--- src/design/barr_pkg.sv ---
// ----------------------------------------------------------------------------
// barr_pkg
// Shared types, constants and codes of the batched-ack reassembly receiver.
// ----------------------------------------------------------------------------
package barr_pkg;

  localparam int MaxPackets = 64;
  localparam int MaxPayload = 16;
  localparam int MaxAck     = 16;

  localparam int StoreDepth = MaxPackets * MaxPayload;
  localparam int StoreAw    = $clog2(StoreDepth);
  localparam int AckAw      = $clog2(MaxAck);
  localparam int MarkAw     = $clog2(MaxPackets);
  localparam int FillW      = $clog2(MaxAck + 1);

  localparam int SeqW    = 8;
  localparam int ByteW   = 8;
  localparam int AddrW   = 10;
  localparam int PifW    = 7;
  localparam int PayW    = 5;
  localparam int BatchW  = 5;
  localparam int OffW    = 5;
  localparam int SeenW   = 8;
  localparam int CfgW    = 7;
  localparam int CfgIdxW = 2;
  localparam int ProdW   = SeqW + PayW;

  typedef enum logic [CfgIdxW-1:0] {
    CFG_PACKETS = 2'd0,
    CFG_PAYLOAD = 2'd1,
    CFG_BATCH   = 2'd2
  } cfg_idx_e;

  typedef enum logic {
    CMD_PAYLOAD = 1'b0,
    CMD_READ    = 1'b1
  } cmd_e;

  typedef enum logic [1:0] {
    KIND_ACK    = 2'd0,
    KIND_STATUS = 2'd1,
    KIND_READ   = 2'd2
  } kind_e;

  typedef enum logic [1:0] {
    SRC_IMM   = 2'd0,
    SRC_STORE = 2'd1,
    SRC_ACK   = 2'd2
  } src_e;

  typedef enum logic [1:0] {
    ST_ITEM   = 2'd0,
    ST_ENTRY  = 2'd1,
    ST_STATUS = 2'd2
  } state_e;

  typedef struct packed {
    logic             valid;
    kind_e            kind;
    logic             last;
    logic             fc;
    src_e             src;
    logic [ByteW-1:0] imm;
    logic             ack_ok;
  } res_req_t;

endpackage

--- src/design/barr_out.sv ---
// ----------------------------------------------------------------------------
// barr_out
// Result stage: holds an issued result until its read data is in and the
// output register has room, then moves it into the output register.
// ----------------------------------------------------------------------------
module barr_out (
  input  logic                      clk_i,
  input  logic                      rst_ni,
  input  barr_pkg::res_req_t        req_i,
  output logic                      issue_ok_o,
  input  logic [barr_pkg::ByteW-1:0] store_rdata_i,
  input  logic [barr_pkg::ByteW-1:0] ack_rdata_i,
  output logic                      out_valid_o,
  input  logic                      out_stall_i,
  output logic [1:0]                result_kind_o,
  output logic [barr_pkg::ByteW-1:0] out_byte_o,
  output logic                      out_last_o,
  output logic                      file_complete_o
);

  barr_pkg::res_req_t        pend_q, pend_d;
  logic                      out_v_q, out_v_d;
  barr_pkg::kind_e           kind_q, kind_d;
  logic [barr_pkg::ByteW-1:0] byte_q, byte_d;
  logic                      last_q, last_d;
  logic                      fc_q, fc_d;
  logic                      pend_move;
  logic [barr_pkg::ByteW-1:0] pend_byte;

  assign pend_move  = pend_q.valid && (!out_v_q || !out_stall_i);
  assign issue_ok_o = !pend_q.valid || pend_move;

  always_comb begin
    case (pend_q.src)
      barr_pkg::SRC_IMM:   pend_byte = pend_q.imm;
      barr_pkg::SRC_STORE: pend_byte = store_rdata_i;
      barr_pkg::SRC_ACK:   pend_byte = pend_q.ack_ok ? ack_rdata_i : '0;
      default:             pend_byte = '0;
    endcase
  end

  always_comb begin
    pend_d = pend_q;
    out_v_d = out_v_q;
    kind_d = kind_q;
    byte_d = byte_q;
    last_d = last_q;
    fc_d = fc_q;
    if (pend_move) begin
      out_v_d = 1'b1;
      kind_d = pend_q.kind;
      byte_d = pend_byte;
      last_d = pend_q.last;
      fc_d = pend_q.fc;
    end else if (out_v_q && !out_stall_i) begin
      out_v_d = 1'b0;
    end
    if (req_i.valid) begin
      pend_d = req_i;
    end else if (pend_move) begin
      pend_d.valid = 1'b0;
    end
  end

  always_ff @(posedge clk_i or negedge rst_ni) begin
    if (!rst_ni) begin
      pend_q <= '0;
      out_v_q <= 1'b0;
    end else begin
      pend_q <= pend_d;
      out_v_q <= out_v_d;
    end
  end

  always_ff @(posedge clk_i) begin
    kind_q <= kind_d;
    byte_q <= byte_d;
    last_q <= last_d;
    fc_q <= fc_d;
  end

  assign out_valid_o     = out_v_q;
  assign result_kind_o   = kind_q;
  assign out_byte_o      = byte_q;
  assign out_last_o      = last_q;
  assign file_complete_o = fc_q;

`ifndef ASSERT_OFF
  a_issue_room: assert property (@(posedge clk_i) disable iff (!rst_ni)
    req_i.valid |-> issue_ok_o)
    else $error("result issued while the result stage is full");
`endif

endmodule

--- config.mk ---
export PLATFORM = sky130hd
export DESIGN_NAME = barr_out
export DESIGN_NICKNAME = d
export VERILOG_FILES = /design/src/design/barr_pkg.sv /design/src/design/barr_out.sv
export SDC_FILE = /design/constraint.sdc
export NUM_CORES = 1
export LEC_CHECK = 0
export ABC_CLOCK_PERIOD_IN_PS = 1900
export BUFFER_PORTS_ARGS = -buffer_cell sky130_fd_sc_hd__buf_2
export CORE_MARGIN = 5
export CORE_UTILIZATION = 25
export DETAILED_ROUTE_END_ITERATION = 12
export SLEW_MARGIN = 30
export SYNTH_ARGS = -nofsm -noshare
export SYNTH_HDL_FRONTEND = slang
export SYNTH_SLANG_ARGS = --single-unit
--- constraint.sdc ---
create_clock -name clk_i -period 1.9 [get_ports clk_i]
set_input_delay 0.38 -clock clk_i [delete_from_list [all_inputs] [get_ports clk_i]]
set_output_delay 0.38 -clock clk_i [all_outputs]
set_load 0.05 [all_outputs]
==> summary.md <==
| Metric | Value |
|---|---|
| Critical path buffer and inverter count | `1` |
| Placed instance count | `between 150 and 200` |
| Crit path required time | `roughly 1500 ps` |
| Vias per inst | `~4` |
| # rows | `26` |
| Post-CTS setup buffer count | `0` |
| Critical path, cell by cell | `nand3_1 > buf_2` |
| Clk sinks | `29` |
| Clock skew | `just under 3 ps` |
| Syn Area/Cell | `16.4 um^2` |
| WP depth | `2` |
| Fillers | `between 500 and 600` |
| Gpl congestion | `0.692` |
| Ranking of synthesized cells by area | `dfrtp_1 (33%), edfxtp_1 (28%), mux2_4 (10%)` |
| CP delay by family, top | `flip-flops` |
| Max cap viols | `0` |
| Clock transition at path regs | `60 ps` |
| Hold/Removal Path Class | `in2async` |
| Fin crit period | `about 1400 ps` |
| Sequential element share of the synthesized area | `between 60% and 70%` |
| Via count | `between 800 and 900` |
| H-tree depth | `2` |
| Syn Nets | `approximately 110` |
| Vias in the first global route | `between 900 and 1,000` |
| Final TNS setup | `0 ps` |
| Root buf cell | `clkbuf_8` |
| Die Span X | `just over 80 um` |
| Nets@finish | `~160` |
| Tcrit/Tclk final | `between 70% and 80%` |
| Post-Synthesis Cells | `79` |
| Ys Warns | `0` |
| Non-Filler Instances | `200` |
| Cell variety after synth | `15` |
| GRT Total Usage | `around 9%` |
| Clk buf depth | `2` |
| Critical path endpoint category | `output port` |
| Yosys top cell area share | `between 30% and 40%` |
| Setup crit start kind | `flop` |
| CTS tree | `yes` |
| Antenna Nets Post-Route | `0` |
| DRC Markers | `0` |
| Layout area overhead | `27.5%` |
| Post_cts resized | `0` |
| Static Leakage | `0.000756 uW` |
| Number of DRC markers in iteration 0 | `22` |
| CORE AREA | `roughly 0.0051 mm^2` |
| Wirelength per Cell | `14.0 um` |
| Total die area | `around 0.0067 mm^2` |
| PD cells | `between 900 and 1000 mW/mm^2` |
| Post-DP HPWL | `approximately 2300 um` |
| Grt total ovfl | `0` |
| Crit path largest cell delay | `about 400 ps` |
| Router iterations before antenna repair | `3` |
| Maximum number of pins on one net before global-route repair | `18` |
| Slew margin rel. | `between 50% and 60%` |
| Detailed Route WL | `2800 um` |
| FF-to-FF path depth | `2` |
| CP max FO | `4` |
| Status | `completed` |
| Initial Utilization | `25.6%` |
| Port bufs | `48` |
| CTS Buf Count | `5` |
| Diodes inserted | `0` |
| Ports | `49` |
| Leading area contributor after synthesis | `dfrtp_1` |
| WS Path Type | `reg2out` |
| # hold bufs at CTS | `0` |
| CP arrival | `around 1100 ps` |
| Synthesized flop and latch total | `29` |
| Die span in y | `around 82 um` |
| RSZ-0062 raised after global routing | `no` |
| First-pass GRT wire length | `around 4400 um` |
| Worst-Margin Slew | `between 600 and 700 ps` |
| Max Slew Vio Count | `0` |
| Slowest-stage cell, CP | `dfrtp_1` |
| Final hold vios | `0` |
| Post-Syn Area | `0.00130 mm^2` |
| Final setup fails | `0` |
| Ratio of cells with drive above 1 in the final layout | `60.8%` |
| Initial antenna violation count | `0` |
| Fmax | `~690 MHz` |
| Worst vdd ir | `roughly 0.25 mV` |
| Worst skew pair latency | `280 ps` |
## layout make-up
| type | count | area [um^2] | area share [%] |
|---|---|---|---|
| Multi-Input combinational cell | 44 | 453 | 27.4 |
| Timing Repair Buffer | 49 | 248 | 15.0 |
| Clock buffer | 5 | 68.8 | 4.16 |
| Sequential cell | 29 | 786 | 47.5 |
| Tap cell | 70 | 87.6 | 5.29 |
| Clock inverter | 3 | 12.5 | 0.756 |
## per-layer routing
metal  vias to the layer above  track usage (%)  part of all wire, %
li1                        387                -                    -
met1                       379             10.2                   42
met2                        29             14.9                   49
met3                         7             3.73                  7.2
met4                         0             5.48                  2.0
met5                         -                0                    0
## metrics by stage
step	power (uW)	setup WS, ps	util, %	hold slack (ps)	area (um^2)
2_1_floorplan	1030	225	-	84.4	1300
3_3_place_gp	1100	633	31.0	310	1570
3_5_place_dp	1110	613	31.0	324	1570
4_1_cts	1580	439	32.6	21.4	1660
5_1_grt	1640	398	32.6	34.9	1660
6_report	1560	453	32.6	13.0	1660
## power by group
part	switching (uW)	total [uW]	leakage [uW]	internal [uW]
clock	216	461	0.0000430	245
sequential	47.3	775	0.000314	727
combinational	192	321	0.000399	130
total	455	1560	0.000756	1100
## layout by cell type (no fill, tap or decap), types with 2 or more instances in the layout
cell	synthesis	routed
edfxtp_1	12	12
mux2_2	6	6
buf_2	0	48
o22ai_2	8	8
nand2_1	8	8
mux2i_1	8	8
dfrtp_1	17	17
mux2_4	9	9
clkinv_1	0	2
clkbuf_8	0	5
## sequential cells by signal, summed over array words and instances, names as in the netlist
name,count
file_complete_o,1
result_kind_o,2
out_last_o,1
pend_q,16
out_byte_o,8
out_valid_o,1
## logic make-up (layout without fill, tap and decap cells)
family / count (synthesis) / after routing / share of synthesized area [%]
AO/OA/AOI/OAI: 10 / 10 / 8.86
flip-flops: 29 / 29 / 60.5
AND/OR/NAND/NOR: 11 / 11 / 4.24
buffers and inverters: 6 / 57 / 4.62
multiplexers: 23 / 23 / 21.8
## final timing paths
path	slack (ps)	end	startpoint
worst max-delay path	450	issue_ok_o	out_valid_o
max in group asynchronous	1620	pend_q[7]	rst_ni
min in group clk_i	330	pend_q[12]	req_i[12]
worst max register to register	600	out_byte_o[0]	pend_q[9]
worst min-delay path	10	pend_q[10]	rst_ni
worst min register to register	460	file_complete_o	pend_q[11]
## Yosys cell counts
| cell type | number |
|---|---|
| dfrtp_1 | 17 |
| edfxtp_1 | 12 |
| mux2_4 | 9 |
| mux2i_1 | 8 |
| nand2_1 | 8 |
| o22ai_2 | 8 |
| mux2_2 | 6 |
| buf_6 | 4 |
| a21boi_0 | 1 |
| a21o_1 | 1 |
| buf_4 | 1 |
| clkbuf_4 | 1 |
| nand2b_1 | 1 |
| nand2b_4 | 1 |
| nand3_1 | 1 |
No activity file was read; power rests on OpenSTA's default activity.
