<file path="src/design/barr_ram.sv">
// ----------------------------------------------------------------------------
// barr_ram
// Generic single-write, single-read RAM with registered read data.
// ----------------------------------------------------------------------------
module barr_ram #(
  parameter int Width = 8,
  parameter int Depth = 16
) (
  input  logic                     clk_i,
  input  logic                     we_i,
  input  logic [$clog2(Depth)-1:0] waddr_i,
  input  logic [Width-1:0]         wdata_i,
  input  logic                     re_i,
  input  logic [$clog2(Depth)-1:0] raddr_i,
  output logic [Width-1:0]         rdata_o
);

  logic [Width-1:0] mem_q [Depth];
  logic [Width-1:0] rdata_q;

  always_ff @(posedge clk_i) begin
    if (we_i) begin
      mem_q[waddr_i] <= wdata_i;
    end
    if (re_i) begin
      rdata_q <= mem_q[raddr_i];
    end
  end

  assign rdata_o = rdata_q;

endmodule

</file>
<file path="config.mk">
export PLATFORM = sky130hd
export DESIGN_NAME = barr_ram
export DESIGN_NICKNAME = d
export VERILOG_FILES = /design/src/design/barr_ram.sv
export SDC_FILE = /design/constraint.sdc
export NUM_CORES = 1
export LEC_CHECK = 0
export ABC_AREA = 1
export BUFFER_PORTS_ARGS = -buffer_cell sky130_fd_sc_hd__buf_2
export CORE_MARGIN = 4
export CORE_UTILIZATION = 63
export CTS_BUF_LIST = sky130_fd_sc_hd__clkbuf_4
export CTS_CLUSTER_SIZE = 25
export DETAILED_ROUTE_END_ITERATION = 6
export GPL_TIMING_DRIVEN = 0
export MAX_ROUTING_LAYER = met4
export PLACE_DENSITY = 0.81
export SLEW_MARGIN = 0
export SYNTH_ARGS = -nofsm -noshare
export SYNTH_HDL_FRONTEND = slang
export SYNTH_SLANG_ARGS = --single-unit
</file>
<file path="constraint.sdc">
create_clock -name clk_i -period 1.6 [get_ports clk_i]
set_input_delay 0.24 -clock clk_i [delete_from_list [all_inputs] [get_ports clk_i]]
set_output_delay 0.24 -clock clk_i [all_outputs]
set_load 0.02 [all_outputs]
</file>
==> summary.md, run 1 <==
| Metric | Value |
|---|---|
| Setup WS post-layout | `0.315 ns` |
| Vias in the first global route | `3,806` |
| Rows | `34` |
| Clk pwr share | `35.0%` |
| Placer congestion estimate | `0.944` |
| PostCTS Resize Cnt | `0` |
| Deepest clock path buffer count | `2` |
| Power Internal | `5.40 mW` |
| Normalized max-slew margin | `42.0%` |
| Combinational share of power | `7.5%` |
| Fmax | `778 MHz` |
| Worst-case vdd ir drop | `0.000655 V` |
| Worst Path Buf+Inv | `1` |
| Syn Area/Cell | `10.6 um2` |
| Routed WL | `13.0 mm` |
| Outcome | `complete, no violations` |
| NumNets Final | `612` |
| Fin area | `6410 um2` |
| Critical Path End Type | `primary output` |
| Reg2Reg Setup Slack | `0.43 ns` |
| Hold_buf cts | `0` |
| Area occupied by multi-input gates | `1210 um2` |
| First-pass GRT wire length | `20.5 mm` |
| Total grt overflow | `0` |
| Critical path, cell by cell | `buf_2` |
| Synth area leader | `edfxtp_1` |
| Yosys reg bits | `136` |
| CTS tree | `done` |
| Register Area | `4080 um2` |
| Crit-path slowest cell | `edfxtp_1` |
| Worst-skew pair later-pin latency | `0.50 ns` |
| Drt first pass iters | `5` |
| Critical R2R Capture | `rdata_o[7]$_DFFE_PP_` |
| Clock Sinks | `136` |
| DRC violations left | `0` |
| Place WS | `-0.0998 ns` |
| Net switching power figure | `1.61 mW` |
| Share of cells above drive strength 1 | `12.9%` |
| Reg clk slew, reported paths | `0.12 ns` |
| Slowest cell delay on critical path | `0.38 ns` |
| Synth Net Count | `570` |
| Hold Path End | `rdata_o[6]$_DFFE_PP_` |
| Via count | `3,968` |
| Startpoint types | `flip-flop` |
| Dpl cell area | `6100 um2` |
| Hold Crit Class | `in -> reg` |
| Reg2Reg Depth | `6` |
| Post-DR vias/cell | `5.56` |
| Die Height | `104 um` |
| Fin crit period | `1.28 ns` |
| Switch share | `22.9%` |
| Top cells by area, synth | `edfxtp_1 70%, nand2_1 11%, nand3_1 8.3%` |
| Data arrival, critical path | `1.04 ns` |
| Tightest Pin Transition | `0.866 ns` |
| Sequential power share | `57.4%` |
| Total power | `7.01 mW` |
| Core ar. | `8890 um2` |
| Fillers | `646` |
| Clock Tree Root | `clkbuf_4` |
| Top delay family on crit path | `flip-flops` |
| CP required | `1.36 ns` |
| Final hold vios | `0` |
| Area Growth Syn to Fin | `9.69%` |
| CTS HTree Levels | `4` |
| P_leak | `2.80 nW` |
| Final ANT Viol Nets | `0` |
| Max cap viols | `0` |
| Layout Utilization | `72.1%` |
| # diodes | `0` |
| Syn Inst Count | `551` |
| Port-buffer cells | `23` |
| Hold_sp | `re_i` |
| Period utilization | `80.3%` |
| Dpl hpwl | `8.70 mm` |
| Maximum net fanout on the critical path | `1` |
| Setup Fix Bufs, Post-CTS | `0` |
| Power Density | `1090 nW/um2` |
| Wire per inst | `18.1 um` |
| Initial core utilization | `65.8%` |
| IO Count | `27` |
| Setup-failing EPs final | `0` |
| Num CTS Buffers | `17` |
| Synth cell types | `11` |
| Worst R2R Start | `mem_q[2][7]$_DFFE_PP_` |
| Final hold slack | `0.0603 ns` |
| Post-Syn Area | `5850 um2` |
| Die X | `104 um` |
| Register area share after synthesis | `69.8%` |
| Critical setup path kind | `reg -> out` |
| Area share of the largest cell type after synthesis | `69.8%` |
| Pin count of the biggest net entering global routing | `17` |
| Starting DRT DRC Count | `431` |
| Initial antenna violation count | `0` |
| Max-slew violations | `0` |
| YS warnings | `0` |
| Hold Path Depth | `1` |
| RSZ-0062 raised after global routing | `no` |
| Die ar. | `10,900 um2` |
| Layout Skew | `0.0151 ns` |
| Total GRT Usage | `25.9%` |
## cells by family after synthesis
| group | count (synthesis) | share of synthesized area (%) |
|---|---|---|
| DFF | 136 | 69.8 |
| and+or+nand+nor | 289 | 20.8 |
| buffers and inverters | 126 | 9.39 |
## cells in the mapped netlist
cell type	number
nand2_1	173
edfxtp_1	136
inv_1	100
nand3_1	97
nor2_1	17
buf_2	13
buf_6	6
buf_4	4
inv_2	2
nand3b_1	2
buf_1	1
## power by group through the flow
stage / Clock, mW / Combinational, mW / Sequential (mW)
global route: 2.65 / 0.581 / 4.03
finish: 2.45 / 0.528 / 4.02
CTS: 2.48 / 0.522 / 4.03
global placement: 0 / 0.504 / 4.10
detailed placement: 0 / 0.518 / 4.11
floorplan: 0 / 0.281 / 4.13
## how the worst max path moves through the flow
stage | startpoint | end | slack [ns] | cells after the start
2_1_floorplan | waddr_i[2] | mem_q[10][0]$_DFFE_PP_ | 0.41 | 2
3_3_place_gp | waddr_i[3] | mem_q[7][1]$_DFFE_PP_ | -0.11 | 3
3_5_place_dp | waddr_i[3] | mem_q[7][1]$_DFFE_PP_ | -0.1 | 3
4_1_cts | rdata_o[6]$_DFFE_PP_ | rdata_o[6] | 0.27 | 1
5_1_grt | rdata_o[4]$_DFFE_PP_ | rdata_o[4] | 0.25 | 1
6_report | rdata_o[6]$_DFFE_PP_ | rdata_o[6] | 0.32 | 1
## per-stage QoR
stage          TNS, ns  instances
2_1_floorplan        0        551
3_3_place_gp     -2.08        682
3_5_place_dp     -3.35        682
4_1_cts              0        714
5_1_grt              0        714
6_report             0        714
## per-layer routing
layer	GRT usage, %	up-vias	part of all wire [%]
met5	-	-	0
met4	7.98	0	1.6
met1	37.2	1829	43
li1	-	1871	-
met3	6.52	26	10
met2	36.9	242	45
## cell usage in the layout (no fill, tap or decap)
master      instances
nand3b_1            2
clkbuf_4           18
edfxtp_1          136
buf_2              36
clkinv_4            3
nor2_1             17
inv_1             100
buf_6               6
buf_4               4
inv_2               2
clkinvlp_4          1
bufinv_16           4
nand3_1            97
clkinv_2            4
buf_1               1
nand2_1           173
clkinv_1            2
## final cells by class
class                   instances  share of cell area (%)
clock inverters                14                    2.83
repair buffers                 23                    1.79
well taps                     108                    2.11
clock buffers                  18                    2.11
inverters                     102                    5.97
flip-flops and latches        136                    63.7
multi-input cells             289                    18.9
plain buffers                  24                    2.59
## state kept, by name, indices dropped and copies added, names as in the netlist
register,flops
rdata_o,8
mem_q,128
No activity file was read; power rests on OpenSTA's default activity.
==> inputs of run 2 (changes only) <==
--- a/config.mk
+++ b/config.mk
@@ -8,13 +8,13 @@
 export ABC_AREA = 1
 export BUFFER_PORTS_ARGS = -buffer_cell sky130_fd_sc_hd__buf_2
 export CORE_MARGIN = 4
-export CORE_UTILIZATION = 63
+export CORE_UTILIZATION = 57
 export CTS_BUF_LIST = sky130_fd_sc_hd__clkbuf_4
 export CTS_CLUSTER_SIZE = 25
 export DETAILED_ROUTE_END_ITERATION = 6
 export GPL_TIMING_DRIVEN = 0
 export MAX_ROUTING_LAYER = met4
-export PLACE_DENSITY = 0.81
+export PLACE_DENSITY = 0.78
 export SLEW_MARGIN = 0
 export SYNTH_ARGS = -nofsm -noshare
 export SYNTH_HDL_FRONTEND = slang
==> constraint.sdc (replaced) <==
create_clock -name clk_i -period 1 [get_ports clk_i]
set_input_delay 0.15 -clock clk_i [delete_from_list [all_inputs] [get_ports clk_i]]
set_output_delay 0.15 -clock clk_i [all_outputs]
set_load 0.02 [all_outputs]
==> run 2 against run 1 <==
Net effect:
- the flow now finishes with violations (setup timing)
- utilization decreased by 2.5 points
- clock-buffer cell count decreased by 1
- sequential power grew 60%
- via count increased by 0.53%
- sequential share of layout area down 4.3 points
- register-to-register slack worse by 0.55 ns
- largest cell class unchanged
- clock skew is 0.0050 ns lower
==> summary.md, run 2 (same netlist as run 1, synthesis figures left out) <==
| Metric | Value |
|---|---|
| Outcome | `finished, violations left (was complete, no violations)` |
| Violated checks | `setup timing` |
| CP required | `0.85 ns (was 1.36 ns)` |
| Reg clk slew, reported paths | `0.12 ns (about the same)` |
| Largest register by flop count | `mem_q (unchanged)` |
| Crit-path slowest cell | `edfxtp_1 (unchanged)` |
| Share of cells above drive strength 1 | `29.2% (was 12.9%)` |
| Worst Path Buf+Inv | `1 (unchanged)` |
| Critical path, cell by cell | `buf_6 (was buf_2)` |
| Power Density | `1610 nW/um2 (was 1090 nW/um2)` |
| Layout Skew | `0.0100 ns (was 0.0151 ns)` |
| Initial antenna violation count | `0 (unchanged)` |
| Startpoint types | `flip-flop (unchanged)` |
| Data arrival, critical path | `1.11 ns (was 1.04 ns)` |
| Critical path depth | `1 (unchanged)` |
| First-pass GRT wire length | `21.1 mm (was 20.5 mm)` |
| Setup WS post-layout | `-0.256 ns (was 0.315 ns)` |
| Total grt overflow | `0 (unchanged)` |
| Num CTS Buffers | `17 (unchanged)` |
| Final hold vios | `0 (unchanged)` |
| Normalized max-slew margin | `52.1% (was 42.0%)` |
| Area Growth Syn to Fin | `17.5% (was 9.69%)` |
| Worst-case vdd ir drop | `0.00117 V (was 0.000655 V)` |
| Pin count of the biggest net entering global routing | `17 (unchanged)` |
| Core ar. | `9860 um2 (was 8890 um2)` |
| Most frequent cells in the layout | `146 x nand2_1, 136 x edfxtp_1, 99 x inv_1 (was 173 x nand2_1, 136 x edfxtp_1, 100 x inv_1)` |
| IO Count | `27 (unchanged)` |
| Placer congestion estimate | `0.910 (was 0.944)` |
| Critical setup path kind | `reg -> out (unchanged)` |
| Top delay family on crit path | `flip-flops (unchanged)` |
| Clock Sinks | `136 (unchanged)` |
| Max-slew violations | `0 (unchanged)` |
| Max cap viols | `0 (unchanged)` |
| Setup Fix Bufs, Post-CTS | `0 (unchanged)` |
| Setup-failing EPs final | `16 (was 0)` |
| CTS tree | `done (unchanged)` |
| Die X | `109 um (was 104 um)` |
| Wire per inst | `18.7 um (was 18.1 um)` |
| Slowest cell delay on critical path | `0.41 ns (was 0.38 ns)` |
| Reg2Reg Depth | `6 (unchanged)` |
| Clock Tree Root | `clkbuf_4 (unchanged)` |
| Maximum net fanout on the critical path | `1 (unchanged)` |
| Final TNS setup | `-2.63 ns (was 0 ns)` |
| Hold Path Depth | `1 (unchanged)` |
| P_leak | `2.92 nW (was 2.80 nW)` |
| Port-buffer cells | `23 (unchanged)` |
| CTS HTree Levels | `4 (unchanged)` |
| Die ar. | `11,900 um2 (was 10,900 um2)` |
| Rows | `36 (was 34)` |
| Initial core utilization | `59.3% (was 65.8%)` |
| Fin crit period | `1.26 ns` |
| Period utilization | `126%` |
| # diodes | `0 (unchanged)` |
| Die Height | `109 um (was 104 um)` |
| DRC violations left | `0 (unchanged)` |
| Tightest Pin Transition | `0.716 ns (was 0.866 ns)` |
| Total GRT Usage | `25.8% (was 25.9%)` |
| Via count | `3,989 (was 3,968)` |
| Vias in the first global route | `3,840 (was 3,806)` |
| Final ANT Viol Nets | `0 (unchanged)` |
| Critical Path End Type | `primary output (unchanged)` |
| Post-DR vias/cell | `5.37 (was 5.56)` |
| Deepest clock path buffer count | `2 (unchanged)` |
| Max reg flops | `128 (unchanged)` |
| Routed WL | `13.9 mm (was 13.0 mm)` |
| NumNets Final | `616 (was 612)` |
| Worst-skew pair later-pin latency | `0.55 ns (was 0.50 ns)` |
| Layout Utilization | `69.7% (was 72.1%)` |
| Starting DRT DRC Count | `429 (was 431)` |
| Drt first pass iters | `6 (was 5)` |
| Hold Crit Class | `in -> reg (unchanged)` |
| Fmax | `796 MHz` |
| Commonest non-fill, non-tap cell in the layout | `nand2_1 (unchanged)` |
| Dpl hpwl | `8.76 mm (was 8.70 mm)` |
| RSZ-0062 raised after global routing | `yes (was no)` |
==> run 2: layout make-up <==
cell class	instances	area (um2)
Sequential cell	136	4080
Fill cell	701	2990
Multi-Input combinational cell	289	1610
Inverter	102	383
Timing Repair Buffer	27	186
Buffer	24	166
Tap cell	133	166
Clock inverter	15	153
Clock buffer	17	128
==> run 2: per-layer routing <==
layer / track usage [%] / vias up / routed length [um]
li1: - / 1873 / -
met1: 34.8 / 1871 / 5470
met2: 38.1 / 206 / 6480
met3: 5.68 / 39 / 1480
met4: 11.5 / 0 / 450
met5: - / - / 0
==> run 2: per-stage QoR <==
stage | setup WS, ns | std cells | hold slack [ns] | power [mW] | instance area (um2)
6_report | -0.256 | 743 | 0.0220 | 11.0 | 6870
5_1_grt | -0.301 | 743 | 0.00698 | 11.4 | 6870
4_1_cts | -0.266 | 741 | 0.00511 | 10.9 | 6630
3_5_place_dp | -0.622 | 707 | 0.493 | 7.41 | 6140
3_3_place_gp | -0.607 | 707 | 0.479 | 7.39 | 6140
2_1_floorplan | -0.101 | 551 | 0.249 | 7.06 | 5860
==> run 2: timing repair <==
item | 4_1_cts | 5_1_grt
setup endpoints to repair | 26 | 49
pin swaps | 28 | 29
endpoints found under the hold margin | 24 | 6
gates resized for setup | 42 | 61
cloned | 0 | 0
hold buffers | 2 | 2
==> run 2: path summary, 6_finish.rpt <==
path,startpoint,endpoint,slack [ns]
hold / removal,wdata_i[2],mem_q[13][2]$_DFFE_PP_,0.02
setup / recovery,rdata_o[4]$_DFFE_PP_,rdata_o[4],-0.26
setup reg to reg,mem_q[14][0]$_DFFE_PP_,rdata_o[0]$_DFFE_PP_,-0.12
hold reg to reg,mem_q[9][6]$_DFFE_PP_,rdata_o[6]$_DFFE_PP_,0.82
==> run 2: power breakdown <==
group          switching (mW)  internal (mW)
clock                    2.09           1.48
sequential             0.0336           6.41
combinational           0.702          0.319
total                    2.82           8.22
==> inputs of run 3 (changes only) <==
==> constraint.sdc (replaced) <==
create_clock -name clk_i -period 1 [get_ports clk_i]
set_input_delay 0.1 -clock clk_i [delete_from_list [all_inputs] [get_ports clk_i]]
set_output_delay 0.1 -clock clk_i [all_outputs]
set_load 0.02 [all_outputs]
==> run 3 against run 2 <==
Net effect:
- critical endpoint is now rdata_o[7]
- total power rose by 3.1%
- routed wire length shrank 0.61%
- setup slack improved by 0.086 ns
- the flow still finishes with violations (setup timing)
- worst hold slack gained 0.072 ns
- clock power is 10% higher
- via count is 0.78% higher
==> summary.md, run 3 (same netlist as run 1, synthesis figures left out) <==
| Metric | Value |
|---|---|
| Fmax | `855 MHz (was 796 MHz)` |
| NumNets Final | `621 (was 616)` |
| CTS tree | `done (unchanged)` |
| Power Density | `1660 nW/um2 (was 1610 nW/um2)` |
| Share of cells above drive strength 1 | `25.1% (was 29.2%)` |
| Clock Sinks | `136 (unchanged)` |
| Port-buffer cells | `23 (unchanged)` |
| Placer congestion estimate | `0.894 (was 0.910)` |
| Drt first pass iters | `5 (was 6)` |
| Final hold slack | `0.0935 ns (was 0.0220 ns)` |
| Pin count of the biggest net entering global routing | `17 (unchanged)` |
| Hold Path Depth | `4 (was 1)` |
| Outcome | `finished, violations left (unchanged)` |
| Hold Crit Class | `in -> reg (unchanged)` |
| Setup Fix Bufs, Post-CTS | `0 (unchanged)` |
| Critical Path End Type | `primary output (unchanged)` |
| First-pass GRT wire length | `21.0 mm (was 21.1 mm)` |
| Fillers | `717 (was 701)` |
| Rows | `36 (unchanged)` |
| Hold_sp | `raddr_i[2] (was wdata_i[2])` |
| Post-DR vias/cell | `5.38 (was 5.37)` |
| Combinational share of power | `8.8% (was 9.3%)` |
| Reg clk slew, reported paths | `0.12 ns (about the same)` |
| Total power | `11.4 mW (was 11.0 mW)` |
| Total GRT Usage | `25.6% (was 25.8%)` |
| Max-slew violations | `0 (unchanged)` |
| Count of non-filler cells in the finished layout | `747 (was 743)` |
| Starting DRT DRC Count | `449 (was 429)` |
| Final ANT Viol Nets | `0 (unchanged)` |
| Initial core utilization | `59.3% (unchanged)` |
| Deepest clock path buffer count | `2 (unchanged)` |
| Dpl hpwl | `8.87 mm (was 8.76 mm)` |
| # diodes | `0 (unchanged)` |
| Critical setup path kind | `reg -> out (unchanged)` |
| CTS HTree Levels | `4 (unchanged)` |
| Maximum net fanout on the critical path | `1 (unchanged)` |
| Die ar. | `11,900 um2 (unchanged)` |
| Startpoint types | `flip-flop (unchanged)` |
| DRC violations left | `0 (unchanged)` |
| Setup-failing EPs final | `24 (was 16)` |
| Worst-skew pair later-pin latency | `0.52 ns (was 0.55 ns)` |
| Crit-path slowest cell | `edfxtp_1 (unchanged)` |
| Critical path, cell by cell | `buf_6 (unchanged)` |
| Via count | `4,020 (was 3,989)` |
| Core ar. | `9860 um2 (unchanged)` |
| Num CTS Buffers | `17 (unchanged)` |
| Worst-case vdd ir drop | `0.00132 V (was 0.00117 V)` |
| Initial antenna violation count | `0 (unchanged)` |
| Hold Path End | `rdata_o[5]$_DFFE_PP_ (was mem_q[13][2]$_DFFE_PP_)` |
| Top delay family on crit path | `flip-flops (unchanged)` |
| CP required | `0.90 ns (was 0.85 ns)` |
| Wire per inst | `18.5 um (was 18.7 um)` |
| Commonest non-fill, non-tap cell in the layout | `nand2_1 (unchanged)` |
| Worst Path Buf+Inv | `1 (unchanged)` |
| Final hold vios | `0 (unchanged)` |
| Final TNS setup | `-2.24 ns (was -2.63 ns)` |
| Total grt overflow | `0 (unchanged)` |
| Data arrival, critical path | `1.07 ns (was 1.11 ns)` |
| Layout Skew | `0.0198 ns (was 0.0100 ns)` |
| Setup WS post-layout | `-0.169 ns (was -0.256 ns)` |
| Period utilization | `117% (was 126%)` |
| Fin crit period | `1.17 ns (was 1.26 ns)` |
| Max reg flops | `128 (unchanged)` |
| Die Height | `109 um (unchanged)` |
| Clk pwr share | `34.6% (was 32.4%)` |
| Clock Tree Root | `clkbuf_4 (unchanged)` |
| Net switching power figure | `2.67 mW (was 2.82 mW)` |
| Max cap viols | `0 (unchanged)` |
| Die X | `109 um (unchanged)` |
| Tightest Pin Transition | `0.894 ns (was 0.716 ns)` |
| RSZ-0062 raised after global routing | `yes (unchanged)` |
| P_leak | `2.94 nW (was 2.92 nW)` |
| Vias in the first global route | `3,814 (was 3,840)` |
| Sequential power share | `56.6% (was 58.4%)` |
| Worst R2R Start | `mem_q[0][2]$_DFFE_PP_ (was mem_q[14][0]$_DFFE_PP_)` |
| Violated checks | `setup timing (unchanged)` |
| Switch share | `23.4% (was 25.6%)` |
| Area Growth Syn to Fin | `17.4% (was 17.5%)` |
| Routed WL | `13.8 mm (was 13.9 mm)` |
| Most frequent cells in the layout | `154 x nand2_1, 136 x edfxtp_1, 99 x inv_1 (was 146 x nand2_1, 136 x edfxtp_1, 99 x inv_1)` |
| Power Internal | `8.71 mW (was 8.22 mW)` |
| Normalized max-slew margin | `40.2% (was 52.1%)` |
| Critical R2R Capture | `rdata_o[2]$_DFFE_PP_ (was rdata_o[0]$_DFFE_PP_)` |
| Reg2Reg Depth | `6 (unchanged)` |
| Slowest cell delay on critical path | `0.40 ns (was 0.41 ns)` |
| Largest register by flop count | `mem_q (unchanged)` |
| Reg2Reg Setup Slack | `-0.11 ns (was -0.12 ns)` |
| Dpl cells | `707 (unchanged)` |
| IO Count | `27 (unchanged)` |
run 3: cell types whose count changed in the layout (fill, tap and decap cells not counted), sizes merged:
cell / change
bufinv: +2
clkbuf: +1
clkinvlp: -1
dlygate4sd3: +5
inv: -3
run 3: how the worst max path moves through the flow:
| stage | startpoint | end | slack (ns) | depth (start not counted) |
|---|---|---|---|---|
| after floorplan | waddr_i[2] | mem_q[10][0]$_DFFE_PP_ | -0.05 | 2 |
| after global placement | waddr_i[1] | mem_q[13][4]$_DFFE_PP_ | -0.54 | 4 |
| after detailed placement | waddr_i[3] | mem_q[5][0]$_DFFE_PP_ | -0.58 | 3 |
| after CTS | rdata_o[1]$_DFFE_PP_ | rdata_o[1] | -0.20 | 1 |
| after global routing | rdata_o[7]$_DFFE_PP_ | rdata_o[7] | -0.24 | 1 |
| final | rdata_o[7]$_DFFE_PP_ | rdata_o[7] | -0.17 | 1 |
run 3: per-stage QoR:
step / setup slack [ns] / util [%] / instance area (um2)
2_1_floorplan: -0.0508 / - / 5850
3_3_place_gp: -0.535 / 62.2 / 6140
3_5_place_dp: -0.575 / 62.2 / 6140
4_1_cts: -0.203 / 68.2 / 6720
5_1_grt: -0.242 / 69.6 / 6860
6_report: -0.169 / 69.6 / 6860
run 3: power by group through the flow:
stage | sequential [mW] | combinational [mW] | clock (mW)
finish | 6.44 | 1.00 | 3.93
floorplan | 6.61 | 0.452 | 0
global route | 6.45 | 1.08 | 4.28
global placement | 6.57 | 0.817 | 0
CTS | 6.44 | 0.932 | 3.95
detailed placement | 6.57 | 0.836 | 0
run 3: worst min-delay path, stage by stage:
cell and delay, ns:
buf_2 0.17, nand3_2 0.11, nand3_2 0.07, nand2_2 0.06
run 3: metal layers:
layer	part of all wire [%]	global-route usage, %	vias up
met5	0	-	-
met4	1.7	8.28	0
met3	9.3	5.21	20
met2	47	38.5	230
met1	42	35.4	1884
li1	-	-	1886
run 3: repair_timing:
| action | 4_1_cts | 5_1_grt |
|---|---|---|
| resized for setup | 47 | 32 |
| hold buffers | 8 | 1 |
| endpoints found under the hold margin | 118 | 15 |
| pin swaps | 36 | 25 |
| cloned | 0 | 0 |
| endpoints found under the setup margin | 22 | 24 |
run 3: cell type report:
| type | instances | area [um2] | area share (%) |
|---|---|---|---|
| Timing Repair Buffer | 32 | 224 | 3.26 |
| Clock buffer | 18 | 135 | 1.97 |
| Multi-Input combinational cell | 289 | 1520 | 22.2 |
| Buffer | 24 | 166 | 2.42 |
| Inverter | 102 | 383 | 5.58 |
| Tap cell | 133 | 166 | 2.42 |
| Sequential cell | 136 | 4080 | 59.5 |
| Clock inverter | 13 | 180 | 2.63 |
