===== src/design/barr_pkg.sv =====
// ----------------------------------------------------------------------------
// barr_pkg
// Shared types, constants and codes of the batched-ack reassembly receiver.
// ----------------------------------------------------------------------------
package barr_pkg;

  localparam int MaxPackets = 64;
  localparam int MaxPayload = 16;
  localparam int MaxAck     = 16;

  localparam int StoreDepth = MaxPackets * MaxPayload;
  localparam int StoreAw    = $clog2(StoreDepth);
  localparam int AckAw      = $clog2(MaxAck);
  localparam int MarkAw     = $clog2(MaxPackets);
  localparam int FillW      = $clog2(MaxAck + 1);

  localparam int SeqW    = 8;
  localparam int ByteW   = 8;
  localparam int AddrW   = 10;
  localparam int PifW    = 7;
  localparam int PayW    = 5;
  localparam int BatchW  = 5;
  localparam int OffW    = 5;
  localparam int SeenW   = 8;
  localparam int CfgW    = 7;
  localparam int CfgIdxW = 2;
  localparam int ProdW   = SeqW + PayW;

  typedef enum logic [CfgIdxW-1:0] {
    CFG_PACKETS = 2'd0,
    CFG_PAYLOAD = 2'd1,
    CFG_BATCH   = 2'd2
  } cfg_idx_e;

  typedef enum logic {
    CMD_PAYLOAD = 1'b0,
    CMD_READ    = 1'b1
  } cmd_e;

  typedef enum logic [1:0] {
    KIND_ACK    = 2'd0,
    KIND_STATUS = 2'd1,
    KIND_READ   = 2'd2
  } kind_e;

  typedef enum logic [1:0] {
    SRC_IMM   = 2'd0,
    SRC_STORE = 2'd1,
    SRC_ACK   = 2'd2
  } src_e;

  typedef enum logic [1:0] {
    ST_ITEM   = 2'd0,
    ST_ENTRY  = 2'd1,
    ST_STATUS = 2'd2
  } state_e;

  typedef struct packed {
    logic             valid;
    kind_e            kind;
    logic             last;
    logic             fc;
    src_e             src;
    logic [ByteW-1:0] imm;
    logic             ack_ok;
  } res_req_t;

endpackage


===== src/design/barr_ctrl.sv =====
// ----------------------------------------------------------------------------
// barr_ctrl
// Item register and sequencer: stores payload bytes, keeps the received
// marks and the ack list, and issues results one per cycle unless stalled.
// ----------------------------------------------------------------------------
module barr_ctrl (
  input  logic                          clk_i,
  input  logic                          rst_ni,
  input  logic [barr_pkg::PifW-1:0]     pif_i,
  input  logic [barr_pkg::PayW-1:0]     pay_i,
  input  logic [barr_pkg::BatchW-1:0]   batch_i,
  input  logic                          in_valid_i,
  output logic                          in_stall_o,
  input  logic                          command_i,
  input  logic [barr_pkg::SeqW-1:0]     seq_number_i,
  input  logic [barr_pkg::ByteW-1:0]    data_byte_i,
  input  logic                          end_of_packet_i,
  input  logic [barr_pkg::AddrW-1:0]    read_address_i,
  output logic                          st_we_o,
  output logic [barr_pkg::StoreAw-1:0]  st_waddr_o,
  output logic [barr_pkg::ByteW-1:0]    st_wdata_o,
  output logic                          st_re_o,
  output logic [barr_pkg::StoreAw-1:0]  st_raddr_o,
  output logic                          ack_we_o,
  output logic [barr_pkg::AckAw-1:0]    ack_waddr_o,
  output logic [barr_pkg::ByteW-1:0]    ack_wdata_o,
  output logic                          ack_re_o,
  output logic [barr_pkg::AckAw-1:0]    ack_raddr_o,
  output logic                          mk_we_o,
  output logic [barr_pkg::MarkAw-1:0]   mk_waddr_o,
  output logic                          mk_wdata_o,
  output logic                          mk_re_o,
  output logic [barr_pkg::MarkAw-1:0]   mk_raddr_o,
  input  logic                          mk_rdata_i,
  output barr_pkg::res_req_t            req_o,
  input  logic                          issue_ok_i
);

  logic                          s1_v_q, s1_v_d;
  barr_pkg::cmd_e                s1_cmd_q;
  logic [barr_pkg::SeqW-1:0]     s1_seq_q;
  logic [barr_pkg::ByteW-1:0]    s1_data_q;
  logic                          s1_eop_q;
  logic [barr_pkg::AddrW-1:0]    s1_raddr_q;
  logic                          mk_fwd_q;

  barr_pkg::state_e              state_q, state_d;
  logic [barr_pkg::AckAw-1:0]    idx_q, idx_d;
  logic                          clr_busy_q, clr_busy_d;
  logic [barr_pkg::MarkAw-1:0]   clr_idx_q, clr_idx_d;
  logic [barr_pkg::PifW-1:0]     distinct_q, distinct_d;
  logic [barr_pkg::FillW-1:0]    fill_q, fill_d;
  logic [barr_pkg::SeenW-1:0]    seen_q, seen_d;
  logic [barr_pkg::OffW-1:0]     offset_q, offset_d;
  logic [barr_pkg::MaxAck-1:0]   ack_ok_q, ack_ok_d;

  logic                          done;
  logic                          accept;
  logic                          in_range;
  logic                          byte_ok;
  logic                          store_ok;
  logic [barr_pkg::ProdW-1:0]    st_prod;
  logic [barr_pkg::FillW-1:0]    fill_inc;
  logic [barr_pkg::SeenW-1:0]    seen_inc;
  logic [barr_pkg::FillW-1:0]    batch_sat;
  logic                          frame;
  logic                          complete;
  logic                          entry_last;
  logic                          marked;
  logic                          mark_set;

  assign in_range = ({1'b0, s1_seq_q} < {1'b0, {(barr_pkg::SeqW - barr_pkg::PifW){1'b0}}, pif_i})
                 && (32'(s1_seq_q) < 32'(barr_pkg::MaxPackets));
  assign byte_ok  = offset_q < pay_i;
  assign st_prod  = barr_pkg::ProdW'(s1_seq_q) * barr_pkg::ProdW'(pay_i)
                  + barr_pkg::ProdW'(offset_q);
  assign store_ok = byte_ok && in_range
                 && (32'(st_prod) < 32'(barr_pkg::StoreDepth));

  assign fill_inc  = fill_q + 1'b1;
  assign seen_inc  = seen_q + 1'b1;
  assign batch_sat = (32'(batch_i) > 32'(barr_pkg::MaxAck))
                   ? barr_pkg::FillW'(barr_pkg::MaxAck) : barr_pkg::FillW'(batch_i);
  assign frame     = (fill_inc >= batch_sat)
                  || (seen_inc == barr_pkg::SeenW'(pif_i));
  assign complete  = distinct_q == pif_i;
  assign entry_last = barr_pkg::FillW'(idx_q) == batch_sat - 1'b1;
  assign marked    = mk_rdata_i || mk_fwd_q;

  always_comb begin
    clr_busy_d = clr_busy_q;
    clr_idx_d = clr_idx_q;
    if (clr_busy_q) begin
      clr_idx_d = clr_idx_q + 1'b1;
      if (clr_idx_q == '1) begin
        clr_busy_d = 1'b0;
      end
    end
  end

  always_comb begin
    state_d = state_q;
    case (state_q)
      barr_pkg::ST_ITEM: begin
        if (s1_v_q && s1_cmd_q == barr_pkg::CMD_PAYLOAD && s1_eop_q && issue_ok_i && frame) begin
          state_d = (batch_sat == '0) ? barr_pkg::ST_STATUS : barr_pkg::ST_ENTRY;
        end
      end
      barr_pkg::ST_ENTRY: begin
        if (issue_ok_i && entry_last) begin
          state_d = barr_pkg::ST_STATUS;
        end
      end
      barr_pkg::ST_STATUS: begin
        if (issue_ok_i) begin
          state_d = barr_pkg::ST_ITEM;
        end
      end
      default: state_d = barr_pkg::ST_ITEM;
    endcase
  end

  always_comb begin
    done = 1'b0;
    mark_set = 1'b0;
    req_o = '0;
    st_we_o = 1'b0;
    st_waddr_o = st_prod[barr_pkg::StoreAw-1:0];
    st_wdata_o = s1_data_q;
    st_re_o = 1'b0;
    st_raddr_o = s1_raddr_q[barr_pkg::StoreAw-1:0];
    ack_we_o = 1'b0;
    ack_waddr_o = fill_q[barr_pkg::AckAw-1:0];
    ack_wdata_o = s1_seq_q;
    ack_re_o = 1'b0;
    ack_raddr_o = idx_q;
    idx_d = idx_q;
    distinct_d = distinct_q;
    fill_d = fill_q;
    seen_d = seen_q;
    offset_d = offset_q;
    ack_ok_d = ack_ok_q;
    case (state_q)
      barr_pkg::ST_ITEM: begin
        idx_d = '0;
        if (s1_v_q) begin
          if (s1_cmd_q == barr_pkg::CMD_READ) begin
            if (issue_ok_i) begin
              done = 1'b1;
              st_re_o = 1'b1;
              req_o.valid = 1'b1;
              req_o.kind = barr_pkg::KIND_READ;
              req_o.last = 1'b1;
              req_o.fc = complete;
              req_o.src = barr_pkg::SRC_STORE;
            end
          end else if (!s1_eop_q) begin
            done = 1'b1;
            st_we_o = store_ok;
            if (byte_ok) begin
              offset_d = offset_q + 1'b1;
            end
          end else if (issue_ok_i) begin
            st_we_o = store_ok;
            offset_d = '0;
            if (in_range && !marked) begin
              mark_set = 1'b1;
              distinct_d = distinct_q + 1'b1;
            end
            ack_we_o = 1'b1;
            ack_ok_d[fill_q[barr_pkg::AckAw-1:0]] = 1'b1;
            seen_d = seen_inc;
            req_o.valid = 1'b1;
            req_o.fc = distinct_d == pif_i;
            if (frame) begin
              fill_d = '0;
              req_o.kind = barr_pkg::KIND_ACK;
              req_o.src = barr_pkg::SRC_IMM;
              req_o.imm = barr_pkg::ByteW'(fill_inc);
            end else begin
              done = 1'b1;
              fill_d = (32'(fill_inc) > 32'(barr_pkg::MaxAck - 1))
                     ? barr_pkg::FillW'(barr_pkg::MaxAck - 1) : fill_inc;
              req_o.kind = barr_pkg::KIND_STATUS;
              req_o.last = 1'b1;
              req_o.src = barr_pkg::SRC_IMM;
              req_o.imm = s1_seq_q;
            end
          end
        end
      end
      barr_pkg::ST_ENTRY: begin
        if (issue_ok_i) begin
          ack_re_o = 1'b1;
          idx_d = idx_q + 1'b1;
          req_o.valid = 1'b1;
          req_o.kind = barr_pkg::KIND_ACK;
          req_o.fc = complete;
          req_o.src = barr_pkg::SRC_ACK;
          req_o.ack_ok = ack_ok_q[idx_q];
        end
      end
      barr_pkg::ST_STATUS: begin
        if (issue_ok_i) begin
          done = 1'b1;
          req_o.valid = 1'b1;
          req_o.kind = barr_pkg::KIND_STATUS;
          req_o.last = 1'b1;
          req_o.fc = complete;
          req_o.src = barr_pkg::SRC_IMM;
          req_o.imm = s1_seq_q;
        end
      end
      default: ;
    endcase
  end

  assign in_stall_o = clr_busy_q || (s1_v_q && !done);
  assign accept     = in_valid_i && !in_stall_o;

  assign mk_we_o    = clr_busy_q || mark_set;
  assign mk_waddr_o = clr_busy_q ? clr_idx_q : s1_seq_q[barr_pkg::MarkAw-1:0];
  assign mk_wdata_o = !clr_busy_q;
  assign mk_re_o    = accept;
  assign mk_raddr_o = seq_number_i[barr_pkg::MarkAw-1:0];

  always_comb begin
    s1_v_d = s1_v_q;
    if (accept) begin
      s1_v_d = 1'b1;
    end else if (done) begin
      s1_v_d = 1'b0;
    end
  end

  always_ff @(posedge clk_i or negedge rst_ni) begin
    if (!rst_ni) begin
      s1_v_q <= 1'b0;
      state_q <= barr_pkg::ST_ITEM;
      idx_q <= '0;
      clr_busy_q <= 1'b1;
      clr_idx_q <= '0;
      distinct_q <= '0;
      fill_q <= '0;
      seen_q <= '0;
      offset_q <= '0;
      ack_ok_q <= '0;
    end else begin
      s1_v_q <= s1_v_d;
      state_q <= state_d;
      idx_q <= idx_d;
      clr_busy_q <= clr_busy_d;
      clr_idx_q <= clr_idx_d;
      distinct_q <= distinct_d;
      fill_q <= fill_d;
      seen_q <= seen_d;
      offset_q <= offset_d;
      ack_ok_q <= ack_ok_d;
    end
  end

  always_ff @(posedge clk_i) begin
    if (accept) begin
      s1_cmd_q <= barr_pkg::cmd_e'(command_i);
      s1_seq_q <= seq_number_i;
      s1_data_q <= data_byte_i;
      s1_eop_q <= end_of_packet_i;
      s1_raddr_q <= read_address_i;
      mk_fwd_q <= mark_set
               && (s1_seq_q[barr_pkg::MarkAw-1:0] == seq_number_i[barr_pkg::MarkAw-1:0]);
    end
  end

`ifndef ASSERT_OFF
  a_seq_has_item: assert property (@(posedge clk_i) disable iff (!rst_ni)
    state_q != barr_pkg::ST_ITEM |-> s1_v_q)
    else $error("sequencer running without an item");

  a_fill_bound: assert property (@(posedge clk_i) disable iff (!rst_ni)
    32'(fill_q) <= 32'(barr_pkg::MaxAck - 1))
    else $error("ack fill beyond list");

  a_clear_stall: assert property (@(posedge clk_i) disable iff (!rst_ni)
    clr_busy_q |-> (in_stall_o && !s1_v_q))
    else $error("item taken while the marks are being cleared");

  a_store_one_port: assert property (@(posedge clk_i) disable iff (!rst_ni)
    !(st_we_o && st_re_o))
    else $error("store read and write in one cycle");
`endif

endmodule


===== config.mk =====
export PLATFORM = sky130hd
export DESIGN_NAME = barr_ctrl
export DESIGN_NICKNAME = d
export VERILOG_FILES = /design/src/design/barr_pkg.sv /design/src/design/barr_ctrl.sv
export SDC_FILE = /design/constraint.sdc
export NUM_CORES = 1
export LEC_CHECK = 0
export BUFFER_PORTS_ARGS = -buffer_cell sky130_fd_sc_hd__buf_2
export CAP_MARGIN = 10
export CORE_MARGIN = 2
export CORE_UTILIZATION = 56
export DETAILED_ROUTE_END_ITERATION = 16
export MAX_ROUTING_LAYER = met4
export PLACE_DENSITY = 0.82
export SETUP_SLACK_MARGIN = 0.1
export SYNTH_ARGS = -nofsm -noshare
export SYNTH_HDL_FRONTEND = slang
export SYNTH_SLANG_ARGS = --single-unit

===== constraint.sdc =====
create_clock -name clk_i -period 9 [get_ports clk_i]
set_input_delay 2.7 -clock clk_i [delete_from_list [all_inputs] [get_ports clk_i]]
set_output_delay 2.7 -clock clk_i [all_outputs]
set_load 0.02 [all_outputs]

==> results of run 1 <==
==> area by class of cell <==
type	instances	area (sq um)	area share (%)
multi-input combinational	435	3630	50.8
sequential	84	2250	31.5
timing repair buffer	131	677	9.47
inverter	59	221	3.10
tap	140	175	2.45
clock buffer	10	138	1.93
clock inverter	6	53.8	0.753
==> worst max path at each step <==
| stage | from | end | slack, ns |
|---|---|---|---|
| 6_report | pay_i[3] | st_we_o | 0.15 |
| 5_1_grt | pay_i[1] | st_we_o | 0.04 |
| 4_1_cts | pay_i[4] | st_we_o | 0.11 |
| 3_5_place_dp | pay_i[4] | st_we_o | -0.05 |
| 3_3_place_gp | pay_i[4] | st_we_o | 0.08 |
| 2_1_floorplan | pay_i[4] | st_we_o | 0.24 |
==> power breakdown <==
part	total, W	leakage [nW]	switching (W)	internal [W]
clock	0.000261	0.0962	0.000147	0.000114
combinational	0.00113	2.45	0.000651	0.000478
sequential	0.000596	1.01	0.000113	0.000484
total	0.00199	3.56	0.000911	0.00108
==> critical path: stages <==
cell,delay [ns]
sky130_fd_sc_hd__clkbuf_4,0.16
sky130_fd_sc_hd__nand2_2,0.07
sky130_fd_sc_hd__fa_1,0.50
sky130_fd_sc_hd__fa_1,0.52
sky130_fd_sc_hd__fa_1,0.54
sky130_fd_sc_hd__inv_1,0.06
sky130_fd_sc_hd__ha_4,0.26
sky130_fd_sc_hd__nor2b_1,0.13
sky130_fd_sc_hd__o21a_1,0.19
sky130_fd_sc_hd__o21ai_2,0.17
sky130_fd_sc_hd__a21oi_2,0.10
sky130_fd_sc_hd__xnor2_1,0.21
sky130_fd_sc_hd__nand3_1,0.13
sky130_fd_sc_hd__nor3_2,0.23
sky130_fd_sc_hd__buf_4,0.17
==> repair_timing <==
action	in CTS	in global routing
setup endpoints to repair	1	3
pin swaps	1	14
endpoints found under the hold margin	0	0
resized for setup	6	23
==> through the flow <==
stage	setup WS [ns]	setup TNS [ns]	area [sq um]	total power [W]	std cells
2_1_floorplan	0.244	0	6160	0.00135	607
4_1_cts	0.110	0	7040	0.00192	865
5_1_grt	0.0422	0	7150	0.00213	865
3_3_place_gp	0.0828	0	6830	0.00159	849
3_5_place_dp	-0.0459	-0.0459	6830	0.00163	849
6_report	0.154	0	7150	0.00199	865
==> synthesized netlist by cell type (2+ instances only) <==
| cell | n |
|---|---|
| sky130_fd_sc_hd__nor2b_1 | 5 |
| sky130_fd_sc_hd__nand4b_1 | 2 |
| sky130_fd_sc_hd__a32o_1 | 4 |
| sky130_fd_sc_hd__a21o_1 | 23 |
| sky130_fd_sc_hd__nand3b_1 | 4 |
| sky130_fd_sc_hd__o31ai_1 | 2 |
| sky130_fd_sc_hd__edfxtp_1 | 29 |
| sky130_fd_sc_hd__a21oi_1 | 15 |
| sky130_fd_sc_hd__a31oi_1 | 3 |
| sky130_fd_sc_hd__clkbuf_1 | 11 |
| sky130_fd_sc_hd__nand2_1 | 50 |
| sky130_fd_sc_hd__o21ai_1 | 4 |
| sky130_fd_sc_hd__nand3_2 | 2 |
| sky130_fd_sc_hd__mux2_2 | 8 |
| sky130_fd_sc_hd__fa_1 | 23 |
| sky130_fd_sc_hd__o21ai_0 | 18 |
| sky130_fd_sc_hd__nor4_1 | 2 |
| sky130_fd_sc_hd__inv_1 | 58 |
| sky130_fd_sc_hd__nor2_1 | 32 |
| sky130_fd_sc_hd__buf_2 | 4 |
| sky130_fd_sc_hd__o211ai_1 | 4 |
| sky130_fd_sc_hd__nor4b_1 | 2 |
| sky130_fd_sc_hd__or3_1 | 2 |
| sky130_fd_sc_hd__nor3_1 | 15 |
| sky130_fd_sc_hd__xor2_1 | 22 |
| sky130_fd_sc_hd__mux4_2 | 5 |
| sky130_fd_sc_hd__o22ai_1 | 2 |
| sky130_fd_sc_hd__xnor2_1 | 43 |
| sky130_fd_sc_hd__o21a_1 | 2 |
| sky130_fd_sc_hd__dfrtp_1 | 54 |
| sky130_fd_sc_hd__buf_1 | 2 |
| sky130_fd_sc_hd__and3_1 | 2 |
| sky130_fd_sc_hd__buf_4 | 11 |
| sky130_fd_sc_hd__nand4_1 | 11 |
| sky130_fd_sc_hd__and2_1 | 35 |
| sky130_fd_sc_hd__nand3_1 | 14 |
| sky130_fd_sc_hd__nand2b_1 | 7 |
| sky130_fd_sc_hd__ha_1 | 49 |
==> cells by family (layout without fill, tap and decap cells) <==
kind of cell	Yosys count	after routing	synth area share (%)
AO/OA/AOI/OAI	95	95	11.3
XOR/XNOR	65	65	9.24
adder cells (fa/ha/maj)	72	72	17.4
buffers and inverters	88	206	6.24
flip-flops	84	84	36.5
multiplexers	14	14	3.45
AND/OR/NAND/NOR	189	189	15.8
==> sequential cells by signal, summed over array words and instances (netlist names) <==
name,flops
distinct_q,7
clr_busy_q,1
st_wdata_o,8
ack_ok_q,16
s1_v_q,1
s1_eop_q,1
s1_cmd_q,1
ack_raddr_o,4
state_q,2
offset_q,5
fill_q,5
ack_wdata_o,8
mk_fwd_q,1
clr_idx_q,6
st_raddr_o,10
seen_q,8
==> metal layers <==
metal / up-vias / wire, um
li1: 2288 / -
met1: 2381 / 6100
met2: 213 / 7230
met3: 35 / 1010
met4: 0 / 419
met5: - / 0
==> results.json, run 1 <==
{
  "final_hold_viol_count": 0,
  "worst_setup_end_kind": "primary output",
  "power_density_nw_per_um2": 278,
  "max_slew.worst_pin.slew_ns": 0.764,
  "floorplan.rows": 38,
  "insertedDiodeCount": 0,
  "overflow_after_grt": 0,
  "synth_warn": 0,
  "netlist_area_sq_um": 6160,
  "syn_area_per_cell_sq_um": 10.1,
  "num_io_pins": 130,
  "port_buffer_count": 129,
  "placer_congestion_estimate": 0.918,
  "top_usage_layer": "met2",
  "worstPathArrival_ns": 6.15,
  "syn-num-nets": 729,
  "wl_cell_um": 17.1,
  "finalSetupViolations": 0,
  "grt_max_degree": 56,
  "worstReg2RegStart": "fill_q[0]",
  "timing.hold.worst.class": "reg -> reg",
  "die-area_sq_um": 11900,
  "min_path_cells": 1,
  "max_freq_mhz": 113,
  "hold_path.startpoint": "ack_ok_q[7]",
  "cts-htree-levels": 3,
  "antenna_left": 0,
  "final.min_clock_period_ns": 8.85,
  "critPathRequiredTime_ns": 6.30,
  "finalWirelength_mm": 14.8,
  "rr_worst_depth": 10,
  "die_outline_width_um": 109,
  "layout-area-overhead-vs-synth_pct": 16.0,
  "synth_area_leader_cell": "sky130_fd_sc_hd__dfrtp_1",
  "met2_resource_use_gr_pct": 42.5,
  "syn-instance-count": 607,
  "avgViaCountPerCell": 5.68,
  "worst_slew_margin_rel_pct": 48.8,
  "maxCapViolCount": 0,
  "timing_worst_setup_path_type": "in -> out",
  "drc_errors": 0,
  "yosysSeqAreaShare_pct": 36.5,
  "final_core_util_pct": 66.2,
  "die_h_um": 109,
  "grt.met1_usage_pct": 33.8,
  "clkSlewWorstSetupHoldPaths_ns": 0.09,
  "number_of_synthesized_flops_with_an_enable_pin": 29,
  "synth.lib_cells_used.distinct": 64,
  "finish.net_count": 842,
  "clock_tree.buffer_depth": 2,
  "largest_vdd_supply_drop_mv": 0.216,
  "final_layout_size_suffix_gt1_share_pct": 26.8,
  "core-area_sq_um": 10800,
  "cts.repair_timing.setup_buffer_count": 0,
  "period_share_pct": 98.3,
  "globalRouteMet3Util_pct": 5.32,
  "leak_pwr_nw": 3.56,
  "fillers": 837,
  "tritoncts_clock_tree": "done",
  "synth_async_sr_flop_share_pct": 65.5,
  "cts_num_sinks": 84,
  "worst_hold_path.endpoint": "ack_ok_q[7]",
  "vias_after_detailed_routing": 4917,
  "rsz_0062_raised_after_global_routing": "no",
  "cp_max_fo": 9,
  "regToRegSetupSlack_ns": 5.52,
  "layout_commonest_cell": "sky130_fd_sc_hd__buf_2",
  "yosys-top-cells-area": "sky130_fd_sc_hd__dfrtp_1 22%, sky130_fd_sc_hd__edfxtp_1 14%, sky130_fd_sc_hd__ha_1 10%",
  "worstSkewPairLatency_ns": 0.36,
  "floorplan.initialDensity_pct": 57.1,
  "drt_pre_antenna_iters": 5,
  "timing.final.max_slew_violations": 0,
  "cts_root_buffer": "sky130_fd_sc_hd__clkbuf_8",
  "synth_ff_type": "sky130_fd_sc_hd__dfrtp_1",
  "detailedRoute.firstIterationViolations": 315,
  "postSynthRegisterBits": 84,
  "global_route.usage.total_pct": 26.6,
  "global_route_wire_length_before_repair_mm": 23.6,
  "place_hpwl_mm": 11.3,
  "timing.hold.ws_ns": 0.459,
  "finClkSkew_ns": 0.00889,
  "antenna_found_initial": 0,
  "worst_r2r_endpoint": "mk_fwd_q",
  "tritoncts.num_buffers": 9,
  "mostFrequentLayoutCells": "124 x sky130_fd_sc_hd__buf_2, 58 x sky130_fd_sc_hd__inv_1, 54 x sky130_fd_sc_hd__dfrtp_1, 48 x sky130_fd_sc_hd__nand2_1, 44 x sky130_fd_sc_hd__ha_1",
  "result_of_the_run": "completed",
  "worst_setup_path_start_kind": "primary input",
  "synth.top_cell.area_share_pct": 21.9,
  "number_of_global_route_vias_before_repair": 4978,
  "cts.hold.buffers_added": 0
}
No activity file was read; power rests on OpenSTA's default activity.
==> run 2: changes to the inputs <==
--- a/config.mk
+++ b/config.mk
@@ -5,7 +5,7 @@
 export SDC_FILE = /design/constraint.sdc
 export NUM_CORES = 1
 export LEC_CHECK = 0
-export BUFFER_PORTS_ARGS = -buffer_cell sky130_fd_sc_hd__buf_2
+export BUFFER_PORTS_ARGS = -buffer_cell sky130_fd_sc_hd__clkbuf_2
 export CAP_MARGIN = 10
 export CORE_MARGIN = 2
 export CORE_UTILIZATION = 56
==> run 2 against run 1 <==
  * Via count rose by 2.8%
  * Die area did not move
  * Sequential share of layout area down 0.14 points
  * Non-clock buffer count is 3 higher
  * Largest power group unchanged
==> results.json, run 2 (synthesis gave the netlist of run 1 again) <==
{
  "vias_after_detailed_routing": 5056,
  "met2_resource_use_gr_pct": 44.1,
  "floorplan.rows": 38,
  "timing.hold.worst.class": "reg -> reg",
  "result_of_the_run": "completed",
  "drt_pre_antenna_iters": 6,
  "timing.final.max_slew_violations": 0,
  "grt.met1_usage_pct": 33.9,
  "antenna_left": 0,
  "port_buffer_count": 129,
  "seq_power_share_pct": 29.5,
  "cts_num_sinks": 84,
  "worstReg2RegStart": "fill_q[0]",
  "finish.net_count": 845,
  "clock_tree.buffer_depth": 2,
  "drc_errors": 0,
  "swShare_pct": 46.6,
  "max_slew.worst_pin.slew_ns": 0.721,
  "timing_worst_setup_path_type": "in -> out",
  "tritoncts_clock_tree": "done",
  "globalRouteMet3Util_pct": 5.08,
  "finalWirelength_mm": 15.3,
  "placer_congestion_estimate": 0.909,
  "worst_slew_margin_rel_pct": 51.3,
  "p_comb_share_pct": 57.8,
  "antenna_found_initial": 0,
  "final_hold_viol_count": 0,
  "final.min_clock_period_ns": 8.86,
  "layout-area-overhead-vs-synth_pct": 16.6,
  "total_negative_slack_ns": 0,
  "worstSkewPairLatency_ns": 0.36,
  "detailedRoute.firstIterationViolations": 342,
  "reg_with_most_ffs": "ack_ok_q",
  "wl_cell_um": 17.7,
  "place_worst_setup_slack_ns": -0.0490,
  "period_share_pct": 98.5,
  "top_usage_layer": "met2",
  "finClkSkew_ns": 0.00940,
  "num_io_pins": 130,
  "largest_vdd_supply_drop_mv": 0.179,
  "place_hpwl_mm": 11.5,
  "maxCapViolCount": 0,
  "max_freq_mhz": 113,
  "global_route_wire_length_before_repair_mm": 24.1,
  "layout_commonest_cell": "sky130_fd_sc_hd__clkbuf_2",
  "die-area_sq_um": 11900,
  "worst_setup_end_kind": "primary output",
  "worstPathArrival_ns": 6.16,
  "total_switching_power_w": 0.000943,
  "cts_root_buffer": "sky130_fd_sc_hd__clkbuf_8",
  "cell_internal_pwr_w": 0.00108,
  "leak_pwr_nw": 3.58,
  "global_route.usage.total_pct": 27.1,
  "die_h_um": 109,
  "critPathRequiredTime_ns": 6.30,
  "power_density_nw_per_um2": 282,
  "number_of_global_route_vias_before_repair": 5010,
  "grt_max_degree": 56,
  "floorplan.initialDensity_pct": 57.1,
  "largest_register_ff_count": 16,
  "overflow_after_grt": 0,
  "layout_setup_ws_ns": 0.138,
  "instances_no_fill": 868,
  "rsz_0062_raised_after_global_routing": "yes",
  "place.detailed.instances": 852,
  "timing.critical_path.from": "pay_i[4]",
  "mostFrequentLayoutCells": "122 x sky130_fd_sc_hd__clkbuf_2, 57 x sky130_fd_sc_hd__inv_1, 54 x sky130_fd_sc_hd__dfrtp_1, 47 x sky130_fd_sc_hd__nand2_1, 45 x sky130_fd_sc_hd__ha_1",
  "final_layout_size_suffix_gt1_share_pct": 27.7,
  "worst_setup_path_start_kind": "primary input",
  "power.clock.fraction_pct": 12.7,
  "cts-htree-levels": 3,
  "fillers": 818,
  "clkSlewWorstSetupHoldPaths_ns": 0.09,
  "avgViaCountPerCell": 5.82,
  "cts.repair_timing.setup_buffer_count": 0,
  "hold_path.startpoint": "ack_ok_q[10]",
  "cts.hold.buffers_added": 0,
  "insertedDiodeCount": 0,
  "tritoncts.num_buffers": 9,
  "cp_max_fo": 9,
  "finalSetupViolations": 0,
  "die_outline_width_um": 109,
  "core-area_sq_um": 10800
}
## run 2: per-stage QoR
stage          area, sq um  util [%]  hold WS, ns  total power [W]
4_1_cts               7060      65.4        0.461          0.00192
3_5_place_dp          6860      63.5        0.440          0.00165
5_1_grt               7180      66.5        0.487          0.00216
2_1_floorplan         6160         -        0.423          0.00135
3_3_place_gp          6860      63.5        0.434          0.00161
6_report              7180      66.5        0.460          0.00202
## run 2: cell type report
cell class | count | area (sq um) | share of cell area [%]
clock buffers | 10 | 128 | 1.78
clock inverters | 6 | 53.8 | 0.749
inverters | 59 | 221 | 3.08
multi-input cells | 435 | 3650 | 50.8
flip-flops and latches | 84 | 2250 | 31.3
well taps | 140 | 175 | 2.44
repair buffers | 134 | 704 | 9.81
## run 2: timing repair
item,CTS,global route
endpoints found under the setup margin,1,2
pin swaps,4,17
gates cloned,0,0
resized for setup,7,41
## run 2: power groups by stage
stage          clock network [W]  registers (W)  logic (W)
2_1_floorplan                  0       0.000580   0.000771
3_3_place_gp                   0       0.000598    0.00101
3_5_place_dp                   0       0.000604    0.00105
4_1_cts                 0.000260       0.000596    0.00107
5_1_grt                 0.000274       0.000612    0.00128
6_report                0.000256       0.000598    0.00117
## run 2: worst paths after layout
kind	to	slack, ns	cells past startpoint
setup / recovery	st_we_o	0.14	14
hold / removal	ack_ok_q[10]	0.46	1
setup reg to reg	ack_wdata_o[0]	5.53	10
hold reg to reg	ack_ok_q[10]	0.46	1
max in group asynchronous	distinct_q[2]	6.06	2
min in group asynchronous	seen_q[7]	2.46	2
## run 2: routing by layer
layer,routed length [um],vias up,part of all wire [%]
li1,-,2303,-
met1,6140,2452,40
met2,7600,242,50
met3,1090,59,7.1
met4,501,0,3.3
met5,0,-,0
## run 2: worst max-delay path, cell delays in order
cell and delay [ns]:
sky130_fd_sc_hd__buf_4 0.14, sky130_fd_sc_hd__nand2_1 0.08, sky130_fd_sc_hd__fa_1 0.55, sky130_fd_sc_hd__inv_1 0.06, sky130_fd_sc_hd__fa_1 0.53, sky130_fd_sc_hd__fa_1 0.53, sky130_fd_sc_hd__ha_2 0.24, sky130_fd_sc_hd__or3_4 0.42
sky130_fd_sc_hd__nor2_4 0.15, sky130_fd_sc_hd__a21oi_2 0.08, sky130_fd_sc_hd__xnor2_1 0.20, sky130_fd_sc_hd__nand3_1 0.13, sky130_fd_sc_hd__nor3_2 0.18, sky130_fd_sc_hd__buf_4 0.16
